**src/rtl/core/prltv_pkg.sv**
```systemverilog
// Package for the paired read library type voter.
// Holds the format, orientation and strand codes, counter widths and the
// structs passed between the tally and decision stages. No dependencies.
package prltv_pkg;

    // Width of every vote counter.
    localparam int CW = 32;
    // Width of the reported vote total and the internal clamp width.
    localparam int VOTE_W = 32;
    localparam int WIDE_W = (CW > VOTE_W) ? CW : VOTE_W;
    // Percent thresholds are 7-bit values.
    localparam int PCT_W = 7;
    // Width of a percent product: a percent times the sum of four counters.
    localparam int PROD_W = CW + 2 + PCT_W;
    localparam int START_W = 31;
    localparam int MATE_W = 2;
    localparam int NUM_VOTED = 4;

    localparam logic [START_W-1:0] LEFT_INIT = '1;
    localparam logic [PCT_W-1:0] PCT_SCALE = 7'd100;
    localparam logic [PCT_W-1:0] RESET_REVERSE_PCT = 7'd30;
    localparam logic [PCT_W-1:0] RESET_UNSTRANDED_PCT = 7'd70;
    localparam logic [PCT_W-1:0] RESET_WEAK_PCT = 7'd85;

    localparam logic [MATE_W-1:0] MATE_FIRST = 2'd0;
    localparam logic [MATE_W-1:0] MATE_SECOND = 2'd1;

    typedef enum logic [2:0] {
        FMT_NONE = 3'd0,
        FMT_ISF  = 3'd1,
        FMT_ISR  = 3'd2,
        FMT_OSF  = 3'd3,
        FMT_OSR  = 3'd4,
        FMT_MSF  = 3'd5,
        FMT_MSR  = 3'd6,
        FMT_IU   = 3'd7
    } t_format;

    typedef enum logic [1:0] {
        ORIENT_INWARD  = 2'd0,
        ORIENT_OUTWARD = 2'd1,
        ORIENT_SAME    = 2'd2
    } t_orient;

    typedef enum logic [1:0] {
        STRAND_UNSTRANDED = 2'd0,
        STRAND_FORWARD    = 2'd1,
        STRAND_REVERSE    = 2'd2
    } t_strand;

    typedef enum logic [1:0] {
        CFG_REVERSE_PCT    = 2'd0,
        CFG_UNSTRANDED_PCT = 2'd1,
        CFG_WEAK_PCT       = 2'd2
    } t_cfg_index;

    typedef struct packed {
        logic [PCT_W-1:0] reverse_pct;
        logic [PCT_W-1:0] unstranded_pct;
        logic [PCT_W-1:0] weak_pct;
    } t_thresholds;

    // Counter snapshot taken right after one alignment's vote.
    typedef struct packed {
        t_format       voted;
        logic [CW-1:0] cnt_isf;
        logic [CW-1:0] cnt_isr;
        logic [CW-1:0] cnt_osf;
        logic [CW-1:0] cnt_osr;
        logic [CW-1:0] total;
    } t_tally;

    typedef struct packed {
        t_format           voted;
        t_orient           orient;
        t_strand           strand;
        t_format           winner;
        logic [VOTE_W-1:0] vote_total;
        logic              no_votes;
        logic              weak_winner;
        logic              winner_not_inward;
    } t_result;

endpackage

```
**src/rtl/core/paired_read_library_type_voter.sv**
```systemverilog
// Top level of the paired read library type voter.
// Depends on prltv_pkg, prltv_tally and prltv_decide.
//
// Usage:
// Exons of paired-end alignments arrive one request at a time on the input
// channel (i_valid / o_ready). Each exon updates the leftmost start of its
// mate; mate indices 2 and 3 are ignored. The exon marked last closes the
// alignment: a paired alignment with both mates seen is classified as ISF,
// ISR, OSF or OSR and voted, and one result request leaves on the output
// channel (o_valid / i_ready) with the running library type decision.
// Exons that are not last produce no result.
// Throughput: one exon per cycle while the result channel is not stalled,
// including back-to-back last exons. A last exon passes six registers
// (input register, tally, three decision stages, result register) on its
// way to o_valid. The percent compares use small multipliers by the 7-bit
// thresholds that sit in their own stage, ahead of the final compares.
// Stalls: every stage holds while the next one is full, so a waiting result
// does not stop new exons until the pipeline has filled behind it.
// Reset: synchronous, active low. Thresholds return to 30, 70 and 85
// percent, all vote counters clear and the current alignment is dropped.
// The user must write thresholds through the plain write port only while idle; the block does not enforce this.
// The exon length is accepted with each request but has no effect.
module paired_read_library_type_voter
    import prltv_pkg::*;
(
    input  logic               i_clk,
    input  logic               i_rst_n,
    input  logic               i_cfg_we,
    input  logic [1:0]         i_cfg_index,
    input  logic [PCT_W-1:0]   i_cfg_wdata,
    input  logic               i_valid,
    output logic               o_ready,
    input  logic [MATE_W-1:0]  i_mate_index,
    input  logic [START_W-1:0] i_exon_start,
    input  logic [15:0]        i_exon_length,
    input  logic               i_strand_label,
    input  logic               i_is_paired,
    input  logic               i_last_exon,
    output logic               o_valid,
    input  logic               i_ready,
    output logic [2:0]         o_voted_format,
    output logic [1:0]         o_pair_orientation,
    output logic [1:0]         o_strand_call,
    output logic [2:0]         o_winner_format,
    output logic [VOTE_W-1:0]  o_vote_total,
    output logic               o_no_votes,
    output logic               o_weak_winner,
    output logic               o_winner_not_inward
);

    t_thresholds r_thr;
    logic        tally_valid;
    logic        tally_ready;
    t_tally      tally;
    t_result     result;

    // Threshold registers. Writes to an index past the last register are dropped.
    always_ff @(posedge i_clk) begin
        if (!i_rst_n) begin
            r_thr.reverse_pct    <= RESET_REVERSE_PCT;
            r_thr.unstranded_pct <= RESET_UNSTRANDED_PCT;
            r_thr.weak_pct       <= RESET_WEAK_PCT;
        end else if (i_cfg_we) begin
            case (t_cfg_index'(i_cfg_index))
                CFG_REVERSE_PCT:    r_thr.reverse_pct    <= i_cfg_wdata;
                CFG_UNSTRANDED_PCT: r_thr.unstranded_pct <= i_cfg_wdata;
                CFG_WEAK_PCT:       r_thr.weak_pct       <= i_cfg_wdata;
                default: begin
                end
            endcase
        end
    end

    // Mate tracking, classification and vote counters.
    prltv_tally u_tally (
        .i_clk          (i_clk),
        .i_rst_n        (i_rst_n),
        .i_valid        (i_valid),
        .o_ready        (o_ready),
        .i_mate_index   (i_mate_index),
        .i_exon_start   (i_exon_start),
        .i_strand_label (i_strand_label),
        .i_is_paired    (i_is_paired),
        .i_last_exon    (i_last_exon),
        .o_valid        (tally_valid),
        .i_ready        (tally_ready),
        .o_tally        (tally)
    );

    // Running decision from each counter snapshot.
    prltv_decide u_decide (
        .i_clk    (i_clk),
        .i_rst_n  (i_rst_n),
        .i_thr    (r_thr),
        .i_valid  (tally_valid),
        .o_ready  (tally_ready),
        .i_tally  (tally),
        .o_valid  (o_valid),
        .i_ready  (i_ready),
        .o_result (result)
    );

    assign o_voted_format      = result.voted;
    assign o_pair_orientation  = result.orient;
    assign o_strand_call       = result.strand;
    assign o_winner_format     = result.winner;
    assign o_vote_total        = result.vote_total;
    assign o_no_votes          = result.no_votes;
    assign o_weak_winner       = result.weak_winner;
    assign o_winner_not_inward = result.winner_not_inward;

endmodule

```
**src/rtl/core/prltv_tally.sv**
```systemverilog
// Exon input register, per-alignment mate tracking, pair classification and
// the saturating vote counters. Emits a counter snapshot per last exon.
// Depends on prltv_pkg.
module prltv_tally
    import prltv_pkg::*;
(
    input  logic               i_clk,
    input  logic               i_rst_n,
    input  logic               i_valid,
    output logic               o_ready,
    input  logic [MATE_W-1:0]  i_mate_index,
    input  logic [START_W-1:0] i_exon_start,
    input  logic               i_strand_label,
    input  logic               i_is_paired,
    input  logic               i_last_exon,
    output logic               o_valid,
    input  logic               i_ready,
    output t_tally             o_tally
);

    typedef struct packed {
        logic [MATE_W-1:0]  mate;
        logic [START_W-1:0] start;
        logic               strand;
        logic               paired;
        logic               last;
    } t_exon;

    logic               r_v0;
    t_exon              r_in;
    logic               r_v1;
    t_tally             r_tally;

    logic               r_seen1;
    logic               r_seen2;
    logic [START_W-1:0] r_left1;
    logic [START_W-1:0] r_left2;
    logic [CW-1:0]      r_cnt [NUM_VOTED];
    logic [CW-1:0]      r_total;

    logic               n_seen1;
    logic               n_seen2;
    logic [START_W-1:0] n_left1;
    logic [START_W-1:0] n_left2;
    logic [CW-1:0]      n_cnt [NUM_VOTED];
    logic [CW-1:0]      n_total;
    t_format            voted;
    logic               leave;

    // A non-last exon only touches mate state, so it never waits on the snapshot stage.
    assign leave   = r_v0 && (!r_in.last || !r_v1 || i_ready);
    assign o_ready = !r_v0 || leave;
    assign o_valid = r_v1;
    assign o_tally = r_tally;

    always_comb begin
        n_seen1 = r_seen1;
        n_seen2 = r_seen2;
        n_left1 = r_left1;
        n_left2 = r_left2;
        if (r_in.mate == MATE_FIRST) begin
            n_seen1 = 1'b1;
            if (r_in.start < r_left1) begin
                n_left1 = r_in.start;
            end
        end else if (r_in.mate == MATE_SECOND) begin
            n_seen2 = 1'b1;
            if (r_in.start < r_left2) begin
                n_left2 = r_in.start;
            end
        end

        voted = FMT_NONE;
        if (r_in.paired && n_seen1 && n_seen2) begin
            if (!r_in.strand) begin
                voted = (n_left1 <= n_left2) ? FMT_ISF : FMT_OSF;
            end else begin
                voted = (n_left2 <= n_left1) ? FMT_ISR : FMT_OSR;
            end
        end

        for (int i = 0; i < NUM_VOTED; i++) begin
            n_cnt[i] = r_cnt[i];
            if (voted == t_format'(3'(i + 1)) && r_cnt[i] != '1) begin
                n_cnt[i] = r_cnt[i] + 1'b1;
            end
        end
        n_total = r_total;
        if (voted != FMT_NONE && r_total != '1) begin
            n_total = r_total + 1'b1;
        end
    end

    always_ff @(posedge i_clk) begin
        if (!i_rst_n) begin
            r_v0    <= 1'b0;
            r_v1    <= 1'b0;
            r_seen1 <= 1'b0;
            r_seen2 <= 1'b0;
            r_left1 <= LEFT_INIT;
            r_left2 <= LEFT_INIT;
            r_total <= '0;
            for (int i = 0; i < NUM_VOTED; i++) begin
                r_cnt[i] <= '0;
            end
        end else begin
            if (o_ready) begin
                r_v0 <= i_valid;
            end
            // A new snapshot only loads once the old one is gone or leaving.
            if (leave && r_in.last) begin
                r_v1 <= 1'b1;
            end else if (i_ready) begin
                r_v1 <= 1'b0;
            end
            if (leave) begin
                if (r_in.last) begin
                    r_seen1 <= 1'b0;
                    r_seen2 <= 1'b0;
                    r_left1 <= LEFT_INIT;
                    r_left2 <= LEFT_INIT;
                    r_total <= n_total;
                    for (int i = 0; i < NUM_VOTED; i++) begin
                        r_cnt[i] <= n_cnt[i];
                    end
                end else begin
                    r_seen1 <= n_seen1;
                    r_seen2 <= n_seen2;
                    r_left1 <= n_left1;
                    r_left2 <= n_left2;
                end
            end
        end
    end

    always_ff @(posedge i_clk) begin
        if (i_valid && o_ready) begin
            r_in.mate   <= i_mate_index;
            r_in.start  <= i_exon_start;
            r_in.strand <= i_strand_label;
            r_in.paired <= i_is_paired;
            r_in.last   <= i_last_exon;
        end
        if (leave && r_in.last) begin
            r_tally.voted   <= voted;
            r_tally.cnt_isf <= n_cnt[0];
            r_tally.cnt_isr <= n_cnt[1];
            r_tally.cnt_osf <= n_cnt[2];
            r_tally.cnt_osr <= n_cnt[3];
            r_tally.total   <= n_total;
        end
    end

    // Every vote also bumps the total, and both saturate at the same value.
    a_total_covers_counts: assert property (@(posedge i_clk) disable iff (!i_rst_n)
        r_cnt[0] <= r_total && r_cnt[1] <= r_total &&
        r_cnt[2] <= r_total && r_cnt[3] <= r_total)
        else $error("vote counter exceeds vote total");

    a_total_zero: assert property (@(posedge i_clk) disable iff (!i_rst_n)
        (r_total == '0) == (r_cnt[0] == '0 && r_cnt[1] == '0 &&
                            r_cnt[2] == '0 && r_cnt[3] == '0))
        else $error("vote total disagrees with counters");

    a_alignment_closed: assert property (@(posedge i_clk) disable iff (!i_rst_n)
        leave && r_in.last |=> !r_seen1 && !r_seen2 &&
        r_left1 == LEFT_INIT && r_left2 == LEFT_INIT)
        else $error("mate state not cleared after last exon");

endmodule

```
**src/rtl/core/prltv_decide.sv**
```systemverilog
// Decision pipeline: sums, winner search, percent products and the final
// compares on one counter snapshot, ending in the result register.
// Depends on prltv_pkg.
module prltv_decide
    import prltv_pkg::*;
(
    input  logic        i_clk,
    input  logic        i_rst_n,
    input  t_thresholds i_thr,
    input  logic        i_valid,
    output logic        o_ready,
    input  t_tally      i_tally,
    output logic        o_valid,
    input  logic        i_ready,
    output t_result     o_result
);

    typedef struct packed {
        t_format       voted;
        logic [CW:0]   inw;
        logic [CW:0]   outw;
        logic [CW:0]   fwd;
        logic [CW:0]   rev;
        logic [CW-1:0] max_a;
        t_format       code_a;
        logic [CW-1:0] max_b;
        t_format       code_b;
        logic [CW-1:0] total;
    } t_sums;

    typedef struct packed {
        t_format       voted;
        t_orient       orient;
        logic [CW:0]   fwd;
        logic [CW+1:0] st;
        logic [CW-1:0] best;
        t_format       winner;
        logic [CW-1:0] total;
    } t_pick;

    typedef struct packed {
        t_format           voted;
        t_orient           orient;
        t_format           winner;
        logic [CW-1:0]     total;
        logic              st_zero;
        logic [PROD_W-1:0] p_fwd;
        logic [PROD_W-1:0] p_rev;
        logic [PROD_W-1:0] p_uns;
        logic [PROD_W-1:0] p_best;
        logic [PROD_W-1:0] p_weak;
    } t_prod;

    logic    r_v2, r_v3, r_v4, r_v5;
    t_sums   r_s2, n_s2;
    t_pick   r_s3, n_s3;
    t_prod   r_s4, n_s4;
    t_result r_s5, n_s5;
    logic    rdy2, rdy3, rdy4, rdy5;
    logic [WIDE_W-1:0] total_wide;

    assign rdy5     = !r_v5 || i_ready;
    assign rdy4     = !r_v4 || rdy5;
    assign rdy3     = !r_v3 || rdy4;
    assign rdy2     = !r_v2 || rdy3;
    assign o_ready  = rdy2;
    assign o_valid  = r_v5;
    assign o_result = r_s5;

    always_comb begin
        n_s2.voted  = i_tally.voted;
        n_s2.inw    = (CW+1)'(i_tally.cnt_isf) + (CW+1)'(i_tally.cnt_isr);
        n_s2.outw   = (CW+1)'(i_tally.cnt_osf) + (CW+1)'(i_tally.cnt_osr);
        n_s2.fwd    = (CW+1)'(i_tally.cnt_isf) + (CW+1)'(i_tally.cnt_osf);
        n_s2.rev    = (CW+1)'(i_tally.cnt_isr) + (CW+1)'(i_tally.cnt_osr);
        // Ties keep the lower code.
        if (i_tally.cnt_isr > i_tally.cnt_isf) begin
            n_s2.max_a  = i_tally.cnt_isr;
            n_s2.code_a = FMT_ISR;
        end else begin
            n_s2.max_a  = i_tally.cnt_isf;
            n_s2.code_a = FMT_ISF;
        end
        if (i_tally.cnt_osr > i_tally.cnt_osf) begin
            n_s2.max_b  = i_tally.cnt_osr;
            n_s2.code_b = FMT_OSR;
        end else begin
            n_s2.max_b  = i_tally.cnt_osf;
            n_s2.code_b = FMT_OSF;
        end
        n_s2.total = i_tally.total;
    end

    // Same-direction and unstranded formats never collect votes, so the
    // same-direction orientation sum is always zero.
    always_comb begin
        n_s3.voted  = r_s2.voted;
        n_s3.orient = (r_s2.inw >= r_s2.outw) ? ORIENT_INWARD : ORIENT_OUTWARD;
        n_s3.fwd    = r_s2.fwd;
        n_s3.st     = (CW+2)'(r_s2.fwd) + (CW+2)'(r_s2.rev);
        if (r_s2.max_b > r_s2.max_a) begin
            n_s3.best   = r_s2.max_b;
            n_s3.winner = r_s2.code_b;
        end else begin
            n_s3.best   = r_s2.max_a;
            n_s3.winner = r_s2.code_a;
        end
        if (n_s3.best == '0) begin
            n_s3.winner = FMT_NONE;
        end
        n_s3.total = r_s2.total;
    end

    always_comb begin
        n_s4.voted   = r_s3.voted;
        n_s4.orient  = r_s3.orient;
        n_s4.winner  = r_s3.winner;
        n_s4.total   = r_s3.total;
        n_s4.st_zero = (r_s3.st == '0);
        n_s4.p_fwd   = PROD_W'(r_s3.fwd) * PROD_W'(PCT_SCALE);
        n_s4.p_rev   = PROD_W'(i_thr.reverse_pct) * PROD_W'(r_s3.st);
        n_s4.p_uns   = PROD_W'(i_thr.unstranded_pct) * PROD_W'(r_s3.st);
        n_s4.p_best  = PROD_W'(r_s3.best) * PROD_W'(PCT_SCALE);
        n_s4.p_weak  = PROD_W'(i_thr.weak_pct) * PROD_W'(r_s3.total);
    end

    always_comb begin
        total_wide       = WIDE_W'(r_s4.total);
        n_s5.voted       = r_s4.voted;
        n_s5.orient      = r_s4.orient;
        n_s5.winner      = r_s4.winner;
        n_s5.no_votes    = (r_s4.total == '0);
        n_s5.vote_total  = (total_wide > WIDE_W'({VOTE_W{1'b1}})) ? '1
                                                                   : total_wide[VOTE_W-1:0];
        if (r_s4.st_zero) begin
            n_s5.strand = STRAND_UNSTRANDED;
        end else if (r_s4.p_fwd < r_s4.p_rev) begin
            n_s5.strand = STRAND_REVERSE;
        end else if (r_s4.p_fwd < r_s4.p_uns) begin
            n_s5.strand = STRAND_UNSTRANDED;
        end else begin
            n_s5.strand = STRAND_FORWARD;
        end
        n_s5.weak_winner       = !n_s5.no_votes && (r_s4.p_best < r_s4.p_weak);
        n_s5.winner_not_inward = (r_s4.winner == FMT_OSF) || (r_s4.winner == FMT_OSR) ||
                                 (r_s4.winner == FMT_MSF) || (r_s4.winner == FMT_MSR);
    end

    always_ff @(posedge i_clk) begin
        if (!i_rst_n) begin
            r_v2 <= 1'b0;
            r_v3 <= 1'b0;
            r_v4 <= 1'b0;
            r_v5 <= 1'b0;
        end else begin
            if (rdy2) begin
                r_v2 <= i_valid;
            end
            if (rdy3) begin
                r_v3 <= r_v2;
            end
            if (rdy4) begin
                r_v4 <= r_v3;
            end
            if (rdy5) begin
                r_v5 <= r_v4;
            end
        end
    end

    always_ff @(posedge i_clk) begin
        if (rdy2 && i_valid) begin
            r_s2 <= n_s2;
        end
        if (rdy3 && r_v2) begin
            r_s3 <= n_s3;
        end
        if (rdy4 && r_v3) begin
            r_s4 <= n_s4;
        end
        if (rdy5 && r_v4) begin
            r_s5 <= n_s5;
        end
    end

    a_no_votes_quiet: assert property (@(posedge i_clk) disable iff (!i_rst_n)
        r_v5 && r_s5.no_votes |-> r_s5.winner == FMT_NONE && !r_s5.weak_winner &&
        !r_s5.winner_not_inward && r_s5.orient == ORIENT_INWARD &&
        r_s5.strand == STRAND_UNSTRANDED)
        else $error("decision reported with no votes counted");

    a_votes_have_winner: assert property (@(posedge i_clk) disable iff (!i_rst_n)
        r_v5 && !r_s5.no_votes |-> r_s5.winner != FMT_NONE)
        else $error("votes counted but no winner format");

    a_result_held: assert property (@(posedge i_clk) disable iff (!i_rst_n)
        r_v5 && !i_ready |=> r_v5 && $stable(r_s5))
        else $error("stalled result changed or dropped");

endmodule

```
**config.mk**
```make
export PLATFORM = sky130hd
export DESIGN_NAME = paired_read_library_type_voter
export DESIGN_NICKNAME = d
export VERILOG_FILES = /design/src/rtl/core/prltv_pkg.sv /design/src/rtl/core/paired_read_library_type_voter.sv /design/src/rtl/core/prltv_tally.sv /design/src/rtl/core/prltv_decide.sv
export SDC_FILE = /design/constraint.sdc
export NUM_CORES = 2
export LEC_CHECK = 0
export BUFFER_PORTS_ARGS = -buffer_cell sky130_fd_sc_hd__buf_4
export CAP_MARGIN = 10
export CORE_ASPECT_RATIO = 0.5
export CORE_MARGIN = 3
export CORE_UTILIZATION = 65
export CTS_CLUSTER_SIZE = 8
export DETAILED_ROUTE_END_ITERATION = 16
export PLACE_DENSITY_LB_ADDON = 0.3
export SLEW_MARGIN = 5
export SYNTH_ARGS = -nofsm -noshare
export SYNTH_HDL_FRONTEND = slang
export SYNTH_SLANG_ARGS = --single-unit
```
**constraint.sdc**
```tcl
create_clock -name i_clk -period 17.1 [get_ports i_clk]
set_clock_uncertainty 0.1 [all_clocks]
set_input_delay 3.42 -clock i_clk [delete_from_list [all_inputs] [get_ports i_clk]]
set_output_delay 3.42 -clock i_clk [all_outputs]
set_load 0.02 [all_outputs]
```
==> out/metrics.yaml <==
cap_violations: 0
synth.most_common_cell: "inv_1"
timing.final.ws_setup_ps: 8260
p_leak_nw: 41.6
place_hpwl_um: 149000
cts_setup_buffers: 0
num_io_pins: 113
hold_buffers: 0
post-route-min-period_ps: 8840
finish.utilization: 0.715
tritoncts.num_buffers: 156
path_class: "in2out"
crit_path_start: "i_ready"
met1_length_um: 84200
synth_cells: 8005
power_mw: 7.45
cts_buffer_depth: 3
regArea_um2: 31900
reg2reg_to: "u_tally.r_cnt[3][19]$_SDFFCE_PN0P_"
finalSetupViolCount: 0
grt-ovfl-total: 0
wl_per_cell_um: 20.6
highest_layer: "met5"
avgSynthCellArea_um2: 10.4
yosys-top-cells-area: "edfxtp_1 35%, ha_1 13%, fa_1 13%, inv_1 5.2%, nand2_1 3.7%"
synthDistinctLibCells: 88
vias: 60100
coreArea_um2: 127000
post_cts_resized: 0
hold_class: "reg2reg"
yosysTopAreaCell: "edfxtp_1"
power_density_nw_per_um2: 82.2
multi_input_area_um2: 46500
die_y_um: 259
tns_ps: 0
drive_gt1_frac: 0.0589
route.detailed.drc: 0
grt_pass1_wl_um: 322000
async_flop_share: 0
peakVddDrop_v: 0.0000977
synth_area_um2: 83500
htree_levels: 4
grt_max_degree: 157
outcome: "finished, final reports clean"
grtUsageTotal: 0.308
min_from: "u_tally.o_tally[20]$_DFFE_PP_"
area_growth_pct: 8.60
synth_nets: 9476
routed_wl_um: 203000
cts_root_buffer: "clkbuf_16"
cp.arrival_ps: 5320
reg2reg_from: "u_tally.r_in[4]$_DFFE_PP_"
rsz0062_at_grt: "no"
synth-edff-count: 980
vias_per_cell: 6.09
rrSetupSlack_ps: 9730
final_cells: 9874
die_area_um2: 133000
cp-start-kind: "primary input"
finalMaxSlewViolations: 0
io_buffers: 95
crit_fanout: 5
std_cell_rows: 92
nets: 9577
ys_ff_latch: 1103
reg2reg_depth: 22
hold_violations: 0
drtPass1Iterations: 8
cp.required_ps: 13580
seq_area_frac_synth: 0.382
fillers: 8825
cp-end-kind: "output pin"
synth_top_area_frac: 0.353
crit_end: "o_ready"
initial_core_util: 0.659
wl_met2_um: 91600
place_inst: 9640
max_freq_mhz: 113
synth_common_cells: "1157 x inv_1, 980 x edfxtp_1, 878 x ha_1, 828 x nand2_1, 527 x fa_1"
die_w_um: 513
place_congestion: 0.993
cts_tree: "done"
path_clk_slew_ps: 50
synth_flop_cell: "edfxtp_1"
yosysWarningCount: 0
grt_pass1_vias: 59500
route.met3.wl_um: 20000
worst_pin_slew_ps: 1190
dp_slack_ps: 8230
period_share: 0.517
clock_latency_ps: 800
drt_iter0_drc: 5647
antenna_found_initial: 11
antenna_left: 0
slew_headroom: 0.190
clkSinkCount: 1103
[per-stage QoR]
| step | cell area, um^2 | hold slack, ps |
|---|---|---|
| 2_1_floorplan | 83500 | 300 |
| 3_3_place_gp | 86100 | 301 |
| 3_5_place_dp | 86100 | 305 |
| 4_1_cts | 90600 | 307 |
| 5_1_grt | 90600 | 309 |
| 6_report | 90600 | 306 |
[how the worst min path moves through the flow]
stage | end | slack (ps) | depth (start not counted)
2_1_floorplan | u_decide.n_s3[0]$_DFFE_PP_ | 300 | 0
3_3_place_gp | u_decide.n_s4[217]$_DFFE_PP_ | 300 | 0
3_5_place_dp | u_decide.n_s4[220]$_DFFE_PP_ | 300 | 0
4_1_cts | u_decide.n_s4[227]$_DFFE_PP_ | 310 | 0
5_1_grt | u_decide.n_s3[20]$_DFFE_PP_ | 310 | 0
6_report | u_decide.n_s3[20]$_DFFE_PP_ | 310 | 0
[where the power goes]
part / internal [mW] / switching, mW
combinational: 0.576 / 0.818
sequential: 3.06 / 0.0733
clock: 1.68 / 1.24
[placed cells by master (no fill, tap or decap), types with 81 or more instances in the layout]
| master | count |
|---|---|
| a31oi_1 | 81 |
| dfxtp_1 | 118 |
| fa_1 | 527 |
| edfxtp_1 | 980 |
| nand3_1 | 138 |
| xnor2_1 | 345 |
| and2_1 | 182 |
| xor2_1 | 131 |
| mux2_2 | 96 |
| a21o_1 | 209 |
| nor3_1 | 138 |
| ha_1 | 878 |
| clkbuf_16 | 156 |
| nor2_1 | 311 |
| inv_1 | 1155 |
| nand4_1 | 126 |
| nand2_1 | 827 |
| and3_1 | 96 |
| buf_4 | 161 |
| nor2b_1 | 196 |
| o21ai_0 | 228 |
| a21oi_1 | 359 |
[routing by layer]
metal / global-route usage / vias up
met5: 0 / -
met4: 0.116 / 2
met3: 0.0689 / 482
met2: 0.487 / 2661
met1: 0.418 / 29300
li1: - / 27600
[critical path: stages]
cell	delay [ps]
buf_4	110
nor2b_1	460
and2_1	390
and3_1	510
nand4_1	210
buf_4	210
[flip-flops by register name (all words and copies together) (netlist names), 32 cells and up]
signal,cells
u_tally.o_tally,163
u_decide.r_s4,197
u_tally.r_cnt,128
u_decide.total_wide,32
u_decide.r_s2,167
u_decide.n_s3,68
u_tally.r_total,32
u_decide.r_s3,99
u_decide.n_s4,39
u_decide.o_result,44
u_tally.r_in,36
[logic make-up after synthesis]
| logic type | share of synthesized area |
|---|---|
| AO/OA/AOI/OAI | 0.0967 |
| XOR/XNOR | 0.0500 |
| adder cells (fa/ha/maj) | 0.258 |
| buffers and inverters | 0.0621 |
| flip-flops | 0.382 |
| multiplexers | 0.0200 |
| other | 0.0000449 |
| AND/OR/NAND/NOR | 0.131 |
[cell type report]
class | instances | share of cell area
diodes | 4 | 0.000110
clock inverters | 17 | 0.00471
well taps | 1692 | 0.0234
clock buffers | 213 | 0.0454
flip-flops and latches | 1103 | 0.352
multi-input cells | 5526 | 0.513
inverters | 1157 | 0.0480
repair buffers | 162 | 0.0136
No activity file was read; power rests on OpenSTA's default activity.
